===== src/hw/rtl/alm_pkg.sv =====
// Package: shared types and constants for the audio level meter.
`timescale 1ns / 1ps
package alm_pkg;
  localparam int MaxBlockDefault = 1024;
  localparam int SumW  = 48;
  localparam int LvlW  = 16;
  localparam int TimeW = 32;
  localparam int FacW  = 17;
  localparam int BarsW = 7;
  localparam int CfgIdxW  = 3;
  localparam int CfgDataW = 32;

  localparam logic [CfgIdxW-1:0] RegEnable    = 3'd0;
  localparam logic [CfgIdxW-1:0] RegSmoothing = 3'd1;
  localparam logic [CfgIdxW-1:0] RegHoldTime  = 3'd2;
  localparam logic [CfgIdxW-1:0] RegClipThr   = 3'd3;
  localparam logic [CfgIdxW-1:0] RegMaxBars   = 3'd4;

  // Closed block handed from the accumulator to the level stage.
  typedef struct packed {
    logic [SumW-1:0]  sum;
    logic [16:0]      count;
    logic [TimeW-1:0] stamp;
  } blk_t;

  typedef struct packed {
    logic [LvlW-1:0]  rms_level;
    logic [LvlW-1:0]  smoothed_level;
    logic [LvlW-1:0]  peak_level;
    logic             clipping;
    logic [BarsW-1:0] level_bars;
    logic [BarsW-1:0] level_percent;
  } res_t;

  typedef struct packed {
    logic [FacW-1:0]  smoothing_factor;
    logic [TimeW-1:0] hold_time_ms;
    logic [LvlW-1:0]  clip_threshold;
    logic [BarsW-1:0] bar_count;
  } cfg_t;

  typedef enum logic [2:0] {
    S_IDLE, S_DIV, S_SQRT, S_SMOOTH, S_SCALE, S_OUT
  } bst_t;
endpackage


===== src/hw/rtl/alm_if.sv =====
// Interfaces: valid/ready channels for samples and results.
`timescale 1ns / 1ps
interface alm_in_if;
  logic        valid;
  logic        ready;
  logic signed [15:0] sample;
  logic        block_end;
  logic [31:0] time_ms;
  modport source (output valid, sample, block_end, time_ms, input ready);
  modport sink   (input valid, sample, block_end, time_ms, output ready);
endinterface

interface alm_out_if;
  logic        valid;
  logic        ready;
  logic [15:0] rms_level;
  logic [15:0] smoothed_level;
  logic [15:0] peak_level;
  logic        clipping;
  logic [6:0]  level_bars;
  logic [6:0]  level_percent;
  modport source (output valid, rms_level, smoothed_level, peak_level, clipping,
                  level_bars, level_percent, input ready);
  modport sink   (input valid, rms_level, smoothed_level, peak_level, clipping,
                  level_bars, level_percent, output ready);
endinterface


===== src/hw/rtl/alm_front.sv =====
// Front: per-sample square accumulate and block closing.
`timescale 1ns / 1ps
module alm_front #(
  parameter int MAX_BLOCK = alm_pkg::MaxBlockDefault
) (
  input  logic                clk,
  input  logic                rst,
  input  logic                clear,
  input  logic                enable,
  input  logic                in_valid,
  output logic                in_ready,
  input  logic signed [15:0]  sample,
  input  logic                block_end,
  input  logic [31:0]         time_ms,
  output logic                blk_valid,
  input  logic                blk_ready,
  output alm_pkg::blk_t       blk
);
  import alm_pkg::*;
  localparam int CntW = $clog2(MAX_BLOCK + 1);

  logic [SumW-1:0] square_sum;
  logic [CntW-1:0] sample_count;
  logic [15:0]     mag;
  logic [31:0]     sq;
  logic [SumW-1:0] sum_next;
  logic [CntW-1:0] cnt_next;
  logic            close, take;

  assign mag      = sample[15] ? 16'(-sample) : 16'(sample);
  assign sq       = mag * mag;
  assign sum_next = square_sum + SumW'(sq);
  assign cnt_next = sample_count + CntW'(1);
  assign close    = block_end || (cnt_next == CntW'(MAX_BLOCK));
  // Take and drop words while disabled; hold off only a closing word that
  // would find the queue slot full, and every word during the clear cycle.
  assign in_ready = !clear && (!enable || !(blk_valid && !blk_ready && close));
  assign take     = in_valid && in_ready && enable;

  always_ff @(posedge clk) begin
    if (rst || clear) begin
      square_sum   <= '0;
      sample_count <= '0;
    end else if (take) begin
      square_sum   <= close ? '0 : sum_next;
      sample_count <= close ? '0 : cnt_next;
    end
  end

  always_ff @(posedge clk) begin
    if (rst) begin
      blk_valid <= 1'b0;
    end else if (take && close) begin
      blk_valid <= 1'b1;
    end else if (blk_ready) begin
      blk_valid <= 1'b0;
    end
  end

  always_ff @(posedge clk) begin
    if (take && close) begin
      blk.sum   <= sum_next;
      blk.count <= 17'(cnt_next);
      blk.stamp <= time_ms;
    end
  end

  a_cnt_bound: assert property (@(posedge clk) disable iff (rst)
    sample_count < CntW'(MAX_BLOCK)) else $error("count past block size");
  a_close_clears: assert property (@(posedge clk) disable iff (rst)
    take && close && !clear |=> sample_count == '0) else $error("count kept");
  a_no_take_off: assert property (@(posedge clk) disable iff (rst)
    !enable |-> !take) else $error("word counted while disabled");
endmodule


===== src/hw/rtl/alm_back.sv =====
// Back: divide, square root, smoothing, peak hold and display scaling.
`timescale 1ns / 1ps
module alm_back (
  input  logic           clk,
  input  logic           rst,
  input  logic           clear,
  input  alm_pkg::cfg_t  cfg,
  input  logic           blk_valid,
  output logic           blk_ready,
  input  alm_pkg::blk_t  blk,
  output logic           res_valid,
  input  logic           res_ready,
  output alm_pkg::res_t  res
);
  import alm_pkg::*;

  bst_t state, state_next;
  logic [SumW-1:0]  rem;     // dividend shifting out
  logic [SumW-1:0]  quo;
  logic [17:0]      drem;    // partial remainder
  logic [16:0]      dvs;
  logic [5:0]       step;
  logic [31:0]      root;
  logic [33:0]      srem;
  logic [TimeW-1:0] stamp;
  logic [15:0]      r, smoothed, peak;
  logic [TimeW-1:0] peak_stamp;
  logic [33:0]      mix;
  logic [22:0]      bars_prod;
  logic [22:0]      pct_prod;

  logic [17:0] dtry;
  logic [33:0] strial, sshift;
  logic [31:0] r_clamp;
  logic [16:0] fac_inv;
  logic [TimeW-1:0] dt;

  // Restoring divide: one quotient bit per cycle.
  assign dtry = {drem[16:0], rem[SumW-1]} - {1'b0, dvs};
  // Digit-by-digit square root: two radicand bits per cycle.
  assign sshift = {srem[31:0], quo[SumW-1 -: 2]};
  assign strial = sshift - {root, 2'b01};
  assign r_clamp = (root > 32'd32768) ? 32'd32768 : root;
  assign fac_inv = 17'd65536 - cfg.smoothing_factor;
  assign dt = stamp - peak_stamp;

  assign blk_ready = (state == S_IDLE);

  always_ff @(posedge clk) begin
    if (rst) begin
      state <= S_IDLE;
    end else begin
      state <= state_next;
    end
  end

  always_comb begin
    state_next = state;
    unique case (state)
      S_IDLE:   if (blk_valid) state_next = S_DIV;
      S_DIV:    if (step == 6'(SumW - 1)) state_next = S_SQRT;
      S_SQRT:   if (step == 6'(SumW / 2 - 1)) state_next = S_SMOOTH;
      S_SMOOTH: state_next = S_SCALE;
      S_SCALE:  state_next = S_OUT;
      S_OUT:    if (!res_valid || res_ready) state_next = S_IDLE;
      default:  state_next = S_IDLE;
    endcase
  end

  always_ff @(posedge clk) begin
    unique case (state)
      S_IDLE: begin
        rem <= blk.sum; dvs <= blk.count; drem <= '0; quo <= '0;
        step <= '0; stamp <= blk.stamp;
      end
      S_DIV: begin
        rem <= {rem[SumW-2:0], 1'b0};
        if (!dtry[17]) begin
          drem <= dtry; quo <= {quo[SumW-2:0], 1'b1};
        end else begin
          drem <= {drem[16:0], rem[SumW-1]}; quo <= {quo[SumW-2:0], 1'b0};
        end
        step <= (step == 6'(SumW - 1)) ? '0 : step + 6'd1;
        root <= '0; srem <= '0;
      end
      S_SQRT: begin
        quo <= {quo[SumW-3:0], 2'b00};
        if (!strial[33]) begin
          srem <= strial; root <= {root[30:0], 1'b1};
        end else begin
          srem <= sshift; root <= {root[30:0], 1'b0};
        end
        step <= step + 6'd1;
      end
      S_SMOOTH: begin
        r <= r_clamp[15:0];
        mix <= cfg.smoothing_factor * smoothed + fac_inv * r_clamp[16:0];
      end
      default: ;
    endcase
  end

  // Meter state and result word.
  always_ff @(posedge clk) begin
    if (rst || clear) begin
      smoothed <= '0; peak <= '0; peak_stamp <= '0;
    end else if (state == S_SCALE) begin
      smoothed <= ({1'b0, r} > {1'b0, smoothed}) ? r : mix[31:16];
      if (r > peak) begin
        peak <= r; peak_stamp <= stamp;
      end else if (dt > cfg.hold_time_ms) begin
        peak <= r;
      end
    end
  end

  assign bars_prod = smoothed * cfg.bar_count;
  assign pct_prod  = smoothed * 7'd100;

  always_ff @(posedge clk) begin
    if (rst) begin
      res_valid <= 1'b0;
    end else if (state == S_OUT && (!res_valid || res_ready)) begin
      res_valid <= 1'b1;
    end else if (res_ready) begin
      res_valid <= 1'b0;
    end
  end

  always_ff @(posedge clk) begin
    if (state == S_OUT && (!res_valid || res_ready)) begin
      res.rms_level      <= r;
      res.smoothed_level <= smoothed;
      res.peak_level     <= peak;
      res.clipping       <= r >= cfg.clip_threshold;
      res.level_bars     <= (bars_prod[22:15] > {1'b0, cfg.bar_count}) ?
                            cfg.bar_count : bars_prod[21:15];
      res.level_percent  <= (pct_prod[22:15] > 8'd100) ? 7'd100 : pct_prod[21:15];
    end
  end

  a_busy: assert property (@(posedge clk) disable iff (rst)
    state != S_IDLE |-> !blk_ready) else $error("queue taken while busy");
  a_lvl: assert property (@(posedge clk) disable iff (rst)
    res_valid |-> res.rms_level <= 16'd32768) else $error("rms over scale");
  a_hold: assert property (@(posedge clk) disable iff (rst)
    res_valid && !res_ready |=> res_valid) else $error("result dropped");
endmodule


===== src/hw/rtl/audio_level_meter_core.sv =====
// Top level: audio RMS level meter with smoothing and peak hold.
//
//  channel  | dir | word
//  smp      | in  | sample, block_end, time_ms
//  res      | out | rms_level, smoothed_level, peak_level, clipping, bars, percent
//  cfg      | in  | cfg_we, cfg_idx, cfg_data (write only)
//
// Samples are taken one per cycle unless stalled; each sample's square is added
// to the running sum as it is taken. While disabled each word is taken and dropped.
// A closed block holds the back end through the restoring divider, the square
// root unit, then the smooth, scale and output states; the result word is
// registered when the output state finds the result slot free.
// One closed block waits in the front register; a second closing word stalls
// until the back end takes the first, while other words keep flowing.
// Reset is synchronous; an enable rising edge clears the accumulator and the
// smoothed and peak levels and holds off input for that one clear cycle.
`timescale 1ns / 1ps
module audio_level_meter_core #(
  parameter int MAX_BLOCK = alm_pkg::MaxBlockDefault
) (
  input  logic                          clk,
  input  logic                          rst,
  input  logic                          cfg_we,
  input  logic [alm_pkg::CfgIdxW-1:0]   cfg_idx,
  input  logic [alm_pkg::CfgDataW-1:0]  cfg_data,
  alm_in_if.sink                        smp,
  alm_out_if.source                     res
);
  import alm_pkg::*;

  logic  enable, clear, blk_valid, blk_ready;
  cfg_t  cfg;
  blk_t  blk;
  res_t  rw;

  // Configuration registers; a 0-to-1 enable write pulses clear.
  always_ff @(posedge clk) begin
    if (rst) begin
      enable <= 1'b0; clear <= 1'b0;
      cfg.smoothing_factor <= 17'd45875;
      cfg.hold_time_ms     <= 32'd1000;
      cfg.clip_threshold   <= 16'd32440;
      cfg.bar_count        <= 7'd16;
    end else begin
      clear <= 1'b0;
      if (cfg_we) begin
        unique case (cfg_idx)
          RegEnable: begin
            clear  <= cfg_data[0] && !enable;
            enable <= cfg_data[0];
          end
          RegSmoothing: cfg.smoothing_factor <= (cfg_data[16:0] > 17'd65536) ?
                                                17'd65536 : cfg_data[16:0];
          RegHoldTime:  cfg.hold_time_ms   <= cfg_data;
          RegClipThr:   cfg.clip_threshold <= cfg_data[15:0];
          RegMaxBars:   cfg.bar_count      <= cfg_data[6:0];
          default: ;
        endcase
      end
    end
  end

  alm_front #(.MAX_BLOCK(MAX_BLOCK)) u_front (
    .clk, .rst, .clear, .enable(enable),
    .in_valid(smp.valid), .in_ready(smp.ready), .sample(smp.sample),
    .block_end(smp.block_end), .time_ms(smp.time_ms),
    .blk_valid, .blk_ready, .blk
  );

  alm_back u_back (
    .clk, .rst, .clear, .cfg, .blk_valid, .blk_ready, .blk,
    .res_valid(res.valid), .res_ready(res.ready), .res(rw)
  );

  assign res.rms_level      = rw.rms_level;
  assign res.smoothed_level = rw.smoothed_level;
  assign res.peak_level     = rw.peak_level;
  assign res.clipping       = rw.clipping;
  assign res.level_bars     = rw.level_bars;
  assign res.level_percent  = rw.level_percent;

  a_clr: assert property (@(posedge clk) disable iff (rst)
    clear |-> !$past(enable)) else $error("clear misfire");
  a_fac: assert property (@(posedge clk) disable iff (rst)
    cfg.smoothing_factor <= 17'd65536) else $error("factor over one");
  a_clr_rise: assert property (@(posedge clk) disable iff (rst)
    clear |-> enable) else $error("clear without enable");
endmodule

===== src/flat_wrapper.sv =====
// flat-port wrapper written by rule: the top's interface ports become plain ports
module audio_level_meter_core_flat import alm_pkg::*;
#(
  parameter int MAX_BLOCK = alm_pkg::MaxBlockDefault
)
  (clk, rst, cfg_we, cfg_idx, cfg_data, smp_valid, smp_sample, smp_block_end, smp_time_ms, smp_ready, res_valid, res_rms_level, res_smoothed_level, res_peak_level, res_clipping, res_level_bars, res_level_percent, res_ready);
  alm_in_if smp_i ();
  alm_out_if res_i ();
  input  logic clk;
  input  logic rst;
  input  logic cfg_we;
  input  logic [alm_pkg::CfgIdxW-1:0] cfg_idx;
  input  logic [alm_pkg::CfgDataW-1:0] cfg_data;
  input wire logic [$bits(smp_i.valid)-1:0] smp_valid;
  input wire logic [$bits(smp_i.sample)-1:0] smp_sample;
  input wire logic [$bits(smp_i.block_end)-1:0] smp_block_end;
  input wire logic [$bits(smp_i.time_ms)-1:0] smp_time_ms;
  output wire logic [$bits(smp_i.ready)-1:0] smp_ready;
  output wire logic [$bits(res_i.valid)-1:0] res_valid;
  output wire logic [$bits(res_i.rms_level)-1:0] res_rms_level;
  output wire logic [$bits(res_i.smoothed_level)-1:0] res_smoothed_level;
  output wire logic [$bits(res_i.peak_level)-1:0] res_peak_level;
  output wire logic [$bits(res_i.clipping)-1:0] res_clipping;
  output wire logic [$bits(res_i.level_bars)-1:0] res_level_bars;
  output wire logic [$bits(res_i.level_percent)-1:0] res_level_percent;
  input wire logic [$bits(res_i.ready)-1:0] res_ready;
  assign smp_i.valid = smp_valid;
  assign smp_i.sample = smp_sample;
  assign smp_i.block_end = smp_block_end;
  assign smp_i.time_ms = smp_time_ms;
  assign smp_ready = smp_i.ready;
  assign res_valid = res_i.valid;
  assign res_rms_level = res_i.rms_level;
  assign res_smoothed_level = res_i.smoothed_level;
  assign res_peak_level = res_i.peak_level;
  assign res_clipping = res_i.clipping;
  assign res_level_bars = res_i.level_bars;
  assign res_level_percent = res_i.level_percent;
  assign res_i.ready = res_ready;
  audio_level_meter_core #(.MAX_BLOCK(MAX_BLOCK)) u_core (.clk(clk), .rst(rst), .cfg_we(cfg_we), .cfg_idx(cfg_idx), .cfg_data(cfg_data), .smp(smp_i), .res(res_i));
endmodule

===== config.mk =====
export PLATFORM = sky130hd
export DESIGN_NAME = audio_level_meter_core_flat
export DESIGN_NICKNAME = d
export VERILOG_FILES = /design/src/hw/rtl/alm_pkg.sv /design/src/hw/rtl/alm_if.sv /design/src/hw/rtl/alm_front.sv /design/src/hw/rtl/alm_back.sv /design/src/hw/rtl/audio_level_meter_core.sv /design/src/flat_wrapper.sv
export SDC_FILE = /design/constraint.sdc
export NUM_CORES = 2
export LEC_CHECK = 0
export ABC_AREA = 1
export BUFFER_PORTS_ARGS = -buffer_cell sky130_fd_sc_hd__buf_2
export CORE_MARGIN = 5
export CORE_UTILIZATION = 45
export DETAILED_ROUTE_END_ITERATION = 12
export PLACE_DENSITY_LB_ADDON = 0.2
export SLEW_MARGIN = 20
export SYNTH_ARGS = -nofsm -noshare
export SYNTH_HDL_FRONTEND = slang
export SYNTH_SLANG_ARGS = --single-unit

===== constraint.sdc =====
create_clock -name clk -period 13 [get_ports clk]
set_clock_uncertainty 0.1 [all_clocks]
set_input_delay 0 -clock clk [delete_from_list [all_inputs] [get_ports clk]]
set_output_delay 0 -clock clk [all_outputs]
set_load 0.1 [all_outputs]

* Yosys cells after proc, flatten, opt, wreduce, memory -nomap -nowiden
Index checks and enable logic that the tools add are counted.
** Operators by class
- Reduce and logical (&&, ||, !) cells :: 34
- Multipliers :: 5
- Add/subtract/negate cells :: 9
- Equal/unequal tests :: 16
- Shift operators :: 0
- Order comparisons :: 8
- Muxes and demuxes :: 29
- Bitwise gates (word level) :: 2
- Div/mod/pow operators :: 0
** Operators with widths (count)
- $pmux W48 S3 :: 1
- $pmux W32 S2 :: 2
- $pmux W48 S2 :: 1
- $mux W16 :: 4
- $mux W17 :: 3
- $add A48 B32 Y48 :: 1
- $mux W48 :: 1
- $pmux W17 S2 :: 1
- $sub A34 B34 Y34 :: 1
- $add A32 B32 Y32 :: 1
- $gt A16 B16 Y1 :: 2
- $gt A32 B16 Y1 const B :: 1
- $gt A32 B32 Y1 :: 1
- $mul A16 B16 Y32 :: 1
- $mul A17 B16 Y32 :: 1
- $mul A17 B17 Y32 :: 1
- $mux W32 :: 1
- $sub A32 B32 Y32 :: 1
- $mul A16 B7 Y23 :: 1
- $mul A16 B5 Y21 const B :: 1
- $pmux W3 S6 :: 1
- $pmux W6 S3 :: 1
- $sub A18 B11 Y18 :: 1
- $gt A17 B17 Y1 const B :: 1
- other kinds (29) :: 72
** Word-level totals
- Latch bits :: 0
- ROM bits :: 0
- Register bits :: 630
- Output and inout port bits :: 65
- Input port bits :: 89
- Memory bits (writable) :: 0
- Memories :: 0

* Logic depth before layout (Yosys ltp)
- Depth after elaboration :: 11
- Gate-level depth with buffers :: 43

* Cells and area by module
Synthesis repeated with hierarchy kept, for this count alone.
** Unflattened totals
- Cells, all modules :: 8024
- Area, all modules :: 64579.4 µm²
** Modules (own cells, without submodules)
- alm_back :: area an instance 46009.1 µm², cells an instance 5609, instances 1
- alm_front :: area an instance 15875.2 µm², cells an instance 2071, instances 1
- audio_level_meter_core :: area an instance 2695.1 µm², cells an instance 344, instances 1

* Worst setup path before layout
Ideal clock, no wire load.
- Path kind :: reg-to-reg
- Start point :: reg u_core.cfg[55] (netlist name)
- End point :: reg u_core.u_back.mix[19] (data pin)
- Stages on the path, launching flop included :: 36
- Path slack :: 5.254 ns
- Arrival :: 7.394 ns
- Cell sequence :: dfxtp_1 clkbuf_1 inv_1 clkbuf_1 ha_1 inv_1 nor2_1 inv_1 nor2_2 nand3_2 nor3_4 xor2_2 nand2_1 fa_1 fa_1 inv_1 fa_1 inv_1 fa_1 inv_1 fa_1 fa_1 fa_1 inv_1 fa_1 inv_1 ha_1 nand2_1 nor4_1 nand2_1 nand2_1 nand2_1 nand2_1 nand2_1 nand3_1 nand2_1
** Between the ends
- Word-level cells in the longest chain between the ends :: 3
- Elaborated cells between the ends (all ways) :: 4
- Classes of those cells :: add/sub (2); mul (2)
** RTL lines
- $sub A17 B17 Y17 :: RTL line alm_back.sv:44 : assign fac_inv = 17'd65536 - cfg.smoothing_factor;
- $mul A17 B17 Y32 :: RTL line alm_back.sv:97 : mix <= cfg.smoothing_factor * smoothed + fac_inv * r_clamp[16:0];
- $add A32 B32 Y32 (*) :: RTL line alm_back.sv:97
- end signal, assigned :: RTL line alm_back.sv:97
- end, declared :: RTL line alm_back.sv:28 : logic [33:0] mix;
Mark *: on every way between the ends. The rest lies on a longest branch, timed or not.
A chain may end at the register's enable or synchronous reset.

* Final worst setup path
- Start point :: reg u_core.cfg[61] (netlist name)
- End point :: reg u_core.u_back.mix[25] (data pin)
** Between the ends
- Word-level cells in the longest chain between the ends :: 3
- Elaborated cells between the ends (all ways) :: 4
- Classes of those cells :: add/sub (2); mul (2)
** RTL lines (RTL line)
- $sub A17 B17 Y17 :: alm_back.sv:44
- $mul A17 B17 Y32 :: alm_back.sv:97
- $add A32 B32 Y32 (*) :: alm_back.sv:97
Marked as above.

==> results.txt <==
- Result of the run: finished clean
- After detailed routing, the total wire length is 176,600 um.
* Nets: 8,955
- Required time reported for the critical path endpoint: 13.33 ns
* Mapped Area: 0.06168 mm2
- Internal power comes to 4.905 mW.
- Tmin final: 9.184 ns
* Number of synthesized flops with an enable pin: 412
- In the final layout, the multi-input gates occupy 0.03816 mm2.
- Vias in the first global route: 48,900
* Post-route setup slack: 3.816 ns
* Number of fill cells in the layout: 13,040
- Final instance area: 0.06817 mm2
- Sequential cell area: 0.01642 mm2
- Clock-pin transition on the worst setup and hold timing paths: 0.06 ns
- CTS tree: yes
- Die H: 380.2 um
* TNS Setup: 0 ns
- Power share of the combinational group: 48.3%
- Cell Area, Placed: 0.06442 mm2
- Setup violations remaining at the end of the flow were counted as 0.
- Share of the cycle needed by the critical path after routing: 70.64%
- Entering global routing, the biggest net connects 82 pins.
- Startpoint type of the worst setup path: register
- Of the total power, registers draw 26.6%.
- Setup fix buffers added after clock tree synthesis: 0
- Data arrival time of the critical path: 9.52 ns
* Avg WL per Cell: 18.75 um
* Master of the slowest instance on the critical path: sky130_fd_sc_hd__dfxtp_1
- Primary flip-flop cell chosen by synthesis mapping: sky130_fd_sc_hd__edfxtp_1
- The H-tree was split into 3 levels.
* Crit Path Class: register to register
* Number of gates resized after cts: 0
* Gpl congestion: 0.9606
- The worst setup path is captured at a register.
- The region available for standard cell placement spans 0.1358 mm2.
- Dividing the detail-routed via count by the number of cells gives 5.119.
* Post-synthesis to final-layout area growth: 10.51%
* IO Pins: 154
* Initial antenna violation count: 7
* Peak ir drop on the vdd network: 327.6 uV
* Register bit count reported by yosys: 614
- After global routing the overflow that remains totals 0.
- Of all flip-flops after synthesis, the portion carrying an async set or reset was 0%.
* Slew at the pin with the worst max-slew slack: 1.125 ns
- Total of buffers placed on input and output ports: 153
* Max_slew headroom: 24.92%
* Largest fanout on the critical path: 18
* First-iteration detailed-routing DRC count: 3,756
- The first global-routing pass estimated 279,900 um of wire.
* Commonest non-fill, non-tap cell in the layout: sky130_fd_sc_hd__inv_1
- Net switching is 42.95% of the power.
- The clock net in this run drives a total of 614 sinks.
- After detailed routing, the number of remaining DRC violations is 0.
- Worst path max stage delay: 1.06 ns
* YS warnings: 0
- In this run the power density over the cells is 126.1 mW/mm2.
* Cell occurring most often along the worst timing path: sky130_fd_sc_hd__fa_1
- In this run, distinct cell masters in the synthesized netlist total 56.
- Family of cells with the greatest summed delay on the critical path: adder cells
- Vias after detailed routing: 48,210
* Initial standard-cell utilization of the core: 45.42%
- Overall global routing resource usage: 24.46%
- Sequential element share of the synthesized area: 26.61%
- Critical path buffer and inverter count: 6
* Die ar.: 0.1446 mm2
- Net switching power figure: 3.693 mW
- Post-synthesis instance total: 7,354
- Setup repair after global routing left no endpoint under its margin.
* Post-Place Worst Slack: 3.912 ns
- Cells with a size suffix above 1 make up 5.331% of the layout.
- Count of final max-slew check failures: 0
* Clk buf depth: 3
* Chip width: 380.2 um
- Clock buffers created by TritonCTS: 75
* Site Rows: 135
* Static leakage: 34.02 nW
* Commonest cells after routing, fill and taps aside: sky130_fd_sc_hd__inv_1 (1,657), sky130_fd_sc_hd__nand2_1 (1,575), sky130_fd_sc_hd__fa_1 (761)
- Worst hold slack across all endpoints: 0.07566 ns
* Clock power share: 25.2%
- The min-delay analysis places its worst path in the category primary input to register.
- Worst-Skew Late Latency: 0.70 ns
- Number of endpoints with negative hold slack in the final report: 0
- In this run the remaining antenna-violating nets after routing total 0.
- Static timing analysis puts the maximum clock frequency at 0.1089 GHz.
* Detailed-routing iteration count for the pre-antenna-repair pass: 5
- The tree is rooted in a sky130_fd_sc_hd__clkbuf_16.
- Dividing the synthesized area by the synthesized cell count gives 8.388 um2.
- HPWL Detailed: 137,300 um
- Max-cap check violation count: 0
==> worst min-delay path, delay by kind of cell <==
family	cells	cell delay, ns
buffers and inverters	2	0.61
AOI/OAI and AO/OA	2	0.18
==> sequential cells by signal (all words and copies together) (netlist names), 16 cells and up <==
register / flops
u_core.u_back.peak: 16
u_core.u_back.drem: 17
u_core.u_back.rem: 48
u_core.cfg: 72
u_core.u_back.res: 63
u_core.u_back.root: 32
u_core.u_back.smoothed: 16
u_core.u_back.srem: 32
u_core.u_back.quo: 48
u_core.u_front.square_sum: 48
u_core.u_back.mix: 16
u_core.u_back.r: 16
u_core.u_front.blk: 91
u_core.u_back.peak_stamp: 32
u_core.u_back.stamp: 32
==> area by class of cell <==
type	instances	area share (%)
multi-input combinational	4850	55.98
sequential	614	24.08
inverter	1690	9.312
timing repair buffer	343	3.664
tap	1781	3.269
clock buffer	100	2.999
clock inverter	38	0.6883
antenna	2	0.007342
==> final timing paths <==
kind | from | to | slack, ns | cells past startpoint
worst max-delay path | u_core.cfg[61]$_SDFFE_PP0P_ | u_core.u_back.mix[25]$_DFFE_PN_ | 3.82 | 28
worst min-delay path | cfg_data[23] | u_core.cfg[46]$_SDFFE_PP0P_ | 0.08 | 4
worst max register to register | u_core.cfg[61]$_SDFFE_PP0P_ | u_core.u_back.mix[25]$_DFFE_PN_ | 3.82 | 28
worst min register to register | u_core.u_front.blk[38]$_DFFE_PP_ | u_core.u_back.dvs[6]$_DFFE_PP_ | 0.32 | 0
==> routing by layer <==
metal	wire length, um	track usage, %
met5	0	0
met1	81410	35.39
met2	77810	38.40
met4	4484	5.857
met3	12880	4.332
==> power by group through the flow <==
stage | combinational (mW) | sequential, mW | clock, mW
2_1_floorplan | 2.83 | 2.32 | 0
3_3_place_gp | 4.06 | 2.32 | 0
3_5_place_dp | 4.05 | 2.33 | 0
4_1_cts | 4.11 | 2.28 | 2.21
5_1_grt | 4.66 | 2.29 | 2.29
6_report | 4.15 | 2.28 | 2.16
==> cells by family (layout without fill, tap and decap cells) <==
family	after synthesis	in the layout	synth area share (%)
AOI/OAI and AO/OA	867	867	7.592
xor gates and xnor gates	158	158	2.308
adders and majority gates	1292	1292	35.47
buffers and inverters	1915	2171	11.81
DFF	614	614	26.61
other	2	29	0.01217
and+or+nand+nor	2506	2506	16.20
==> synthesized netlist by cell type (6+ instances only) <==
| master | instances | area share, % |
|---|---|---|
| sky130_fd_sc_hd__a21boi_0 | 8 | 0.097 |
| sky130_fd_sc_hd__fa_1 | 761 | 25 |
| sky130_fd_sc_hd__xor2_1 | 121 | 1.7 |
| sky130_fd_sc_hd__o31ai_1 | 6 | 0.073 |
| sky130_fd_sc_hd__o21ai_0 | 242 | 2.0 |
| sky130_fd_sc_hd__xnor2_1 | 34 | 0.48 |
| sky130_fd_sc_hd__inv_2 | 23 | 0.14 |
| sky130_fd_sc_hd__ha_1 | 531 | 11 |
| sky130_fd_sc_hd__o21bai_1 | 10 | 0.12 |
| sky130_fd_sc_hd__edfxtp_1 | 412 | 20 |
| sky130_fd_sc_hd__o21ai_1 | 11 | 0.089 |
| sky130_fd_sc_hd__buf_4 | 8 | 0.097 |
| sky130_fd_sc_hd__buf_1 | 13 | 0.079 |
| sky130_fd_sc_hd__o21a_1 | 11 | 0.13 |
| sky130_fd_sc_hd__or2_2 | 7 | 0.071 |
| sky130_fd_sc_hd__a21o_1 | 25 | 0.30 |
| sky130_fd_sc_hd__nand2_1 | 1579 | 9.6 |
| sky130_fd_sc_hd__nand4_1 | 46 | 0.47 |
| sky130_fd_sc_hd__clkbuf_1 | 181 | 1.1 |
| sky130_fd_sc_hd__nand3_1 | 175 | 1.4 |
| sky130_fd_sc_hd__inv_1 | 1659 | 10 |
| sky130_fd_sc_hd__a211oi_1 | 13 | 0.16 |
| sky130_fd_sc_hd__a21oi_1 | 454 | 3.7 |
| sky130_fd_sc_hd__buf_2 | 18 | 0.15 |
| sky130_fd_sc_hd__dfxtp_1 | 202 | 6.6 |
| sky130_fd_sc_hd__nor2_2 | 8 | 0.081 |
| sky130_fd_sc_hd__nand3b_1 | 14 | 0.17 |
| sky130_fd_sc_hd__a31oi_1 | 11 | 0.11 |
| sky130_fd_sc_hd__nor4_1 | 16 | 0.16 |
| sky130_fd_sc_hd__nor3_1 | 43 | 0.35 |
| sky130_fd_sc_hd__o22ai_1 | 46 | 0.47 |
| sky130_fd_sc_hd__nor2_1 | 603 | 3.7 |
| sky130_fd_sc_hd__o211ai_1 | 19 | 0.23 |
| sky130_fd_sc_hd__clkinv_1 | 8 | 0.049 |
==> through the flow <==
step                utilization, %  power, mW  instances
detailed placement           47.44      6.373       9156
floorplan                        -      5.148       7379
global placement             47.44      6.388       9156
finish                       50.19      8.597       9418
global route                 50.19      9.237       9416
CTS                          50.19      8.605       9416
==> repair_timing <==
item | 4_1_cts | 5_1_grt
hold buffers | 122 | 0
endpoints found under the setup margin | 0 | 0
hold endpoints to repair | 118 | 0
No activity file was read; power rests on OpenSTA's default activity.
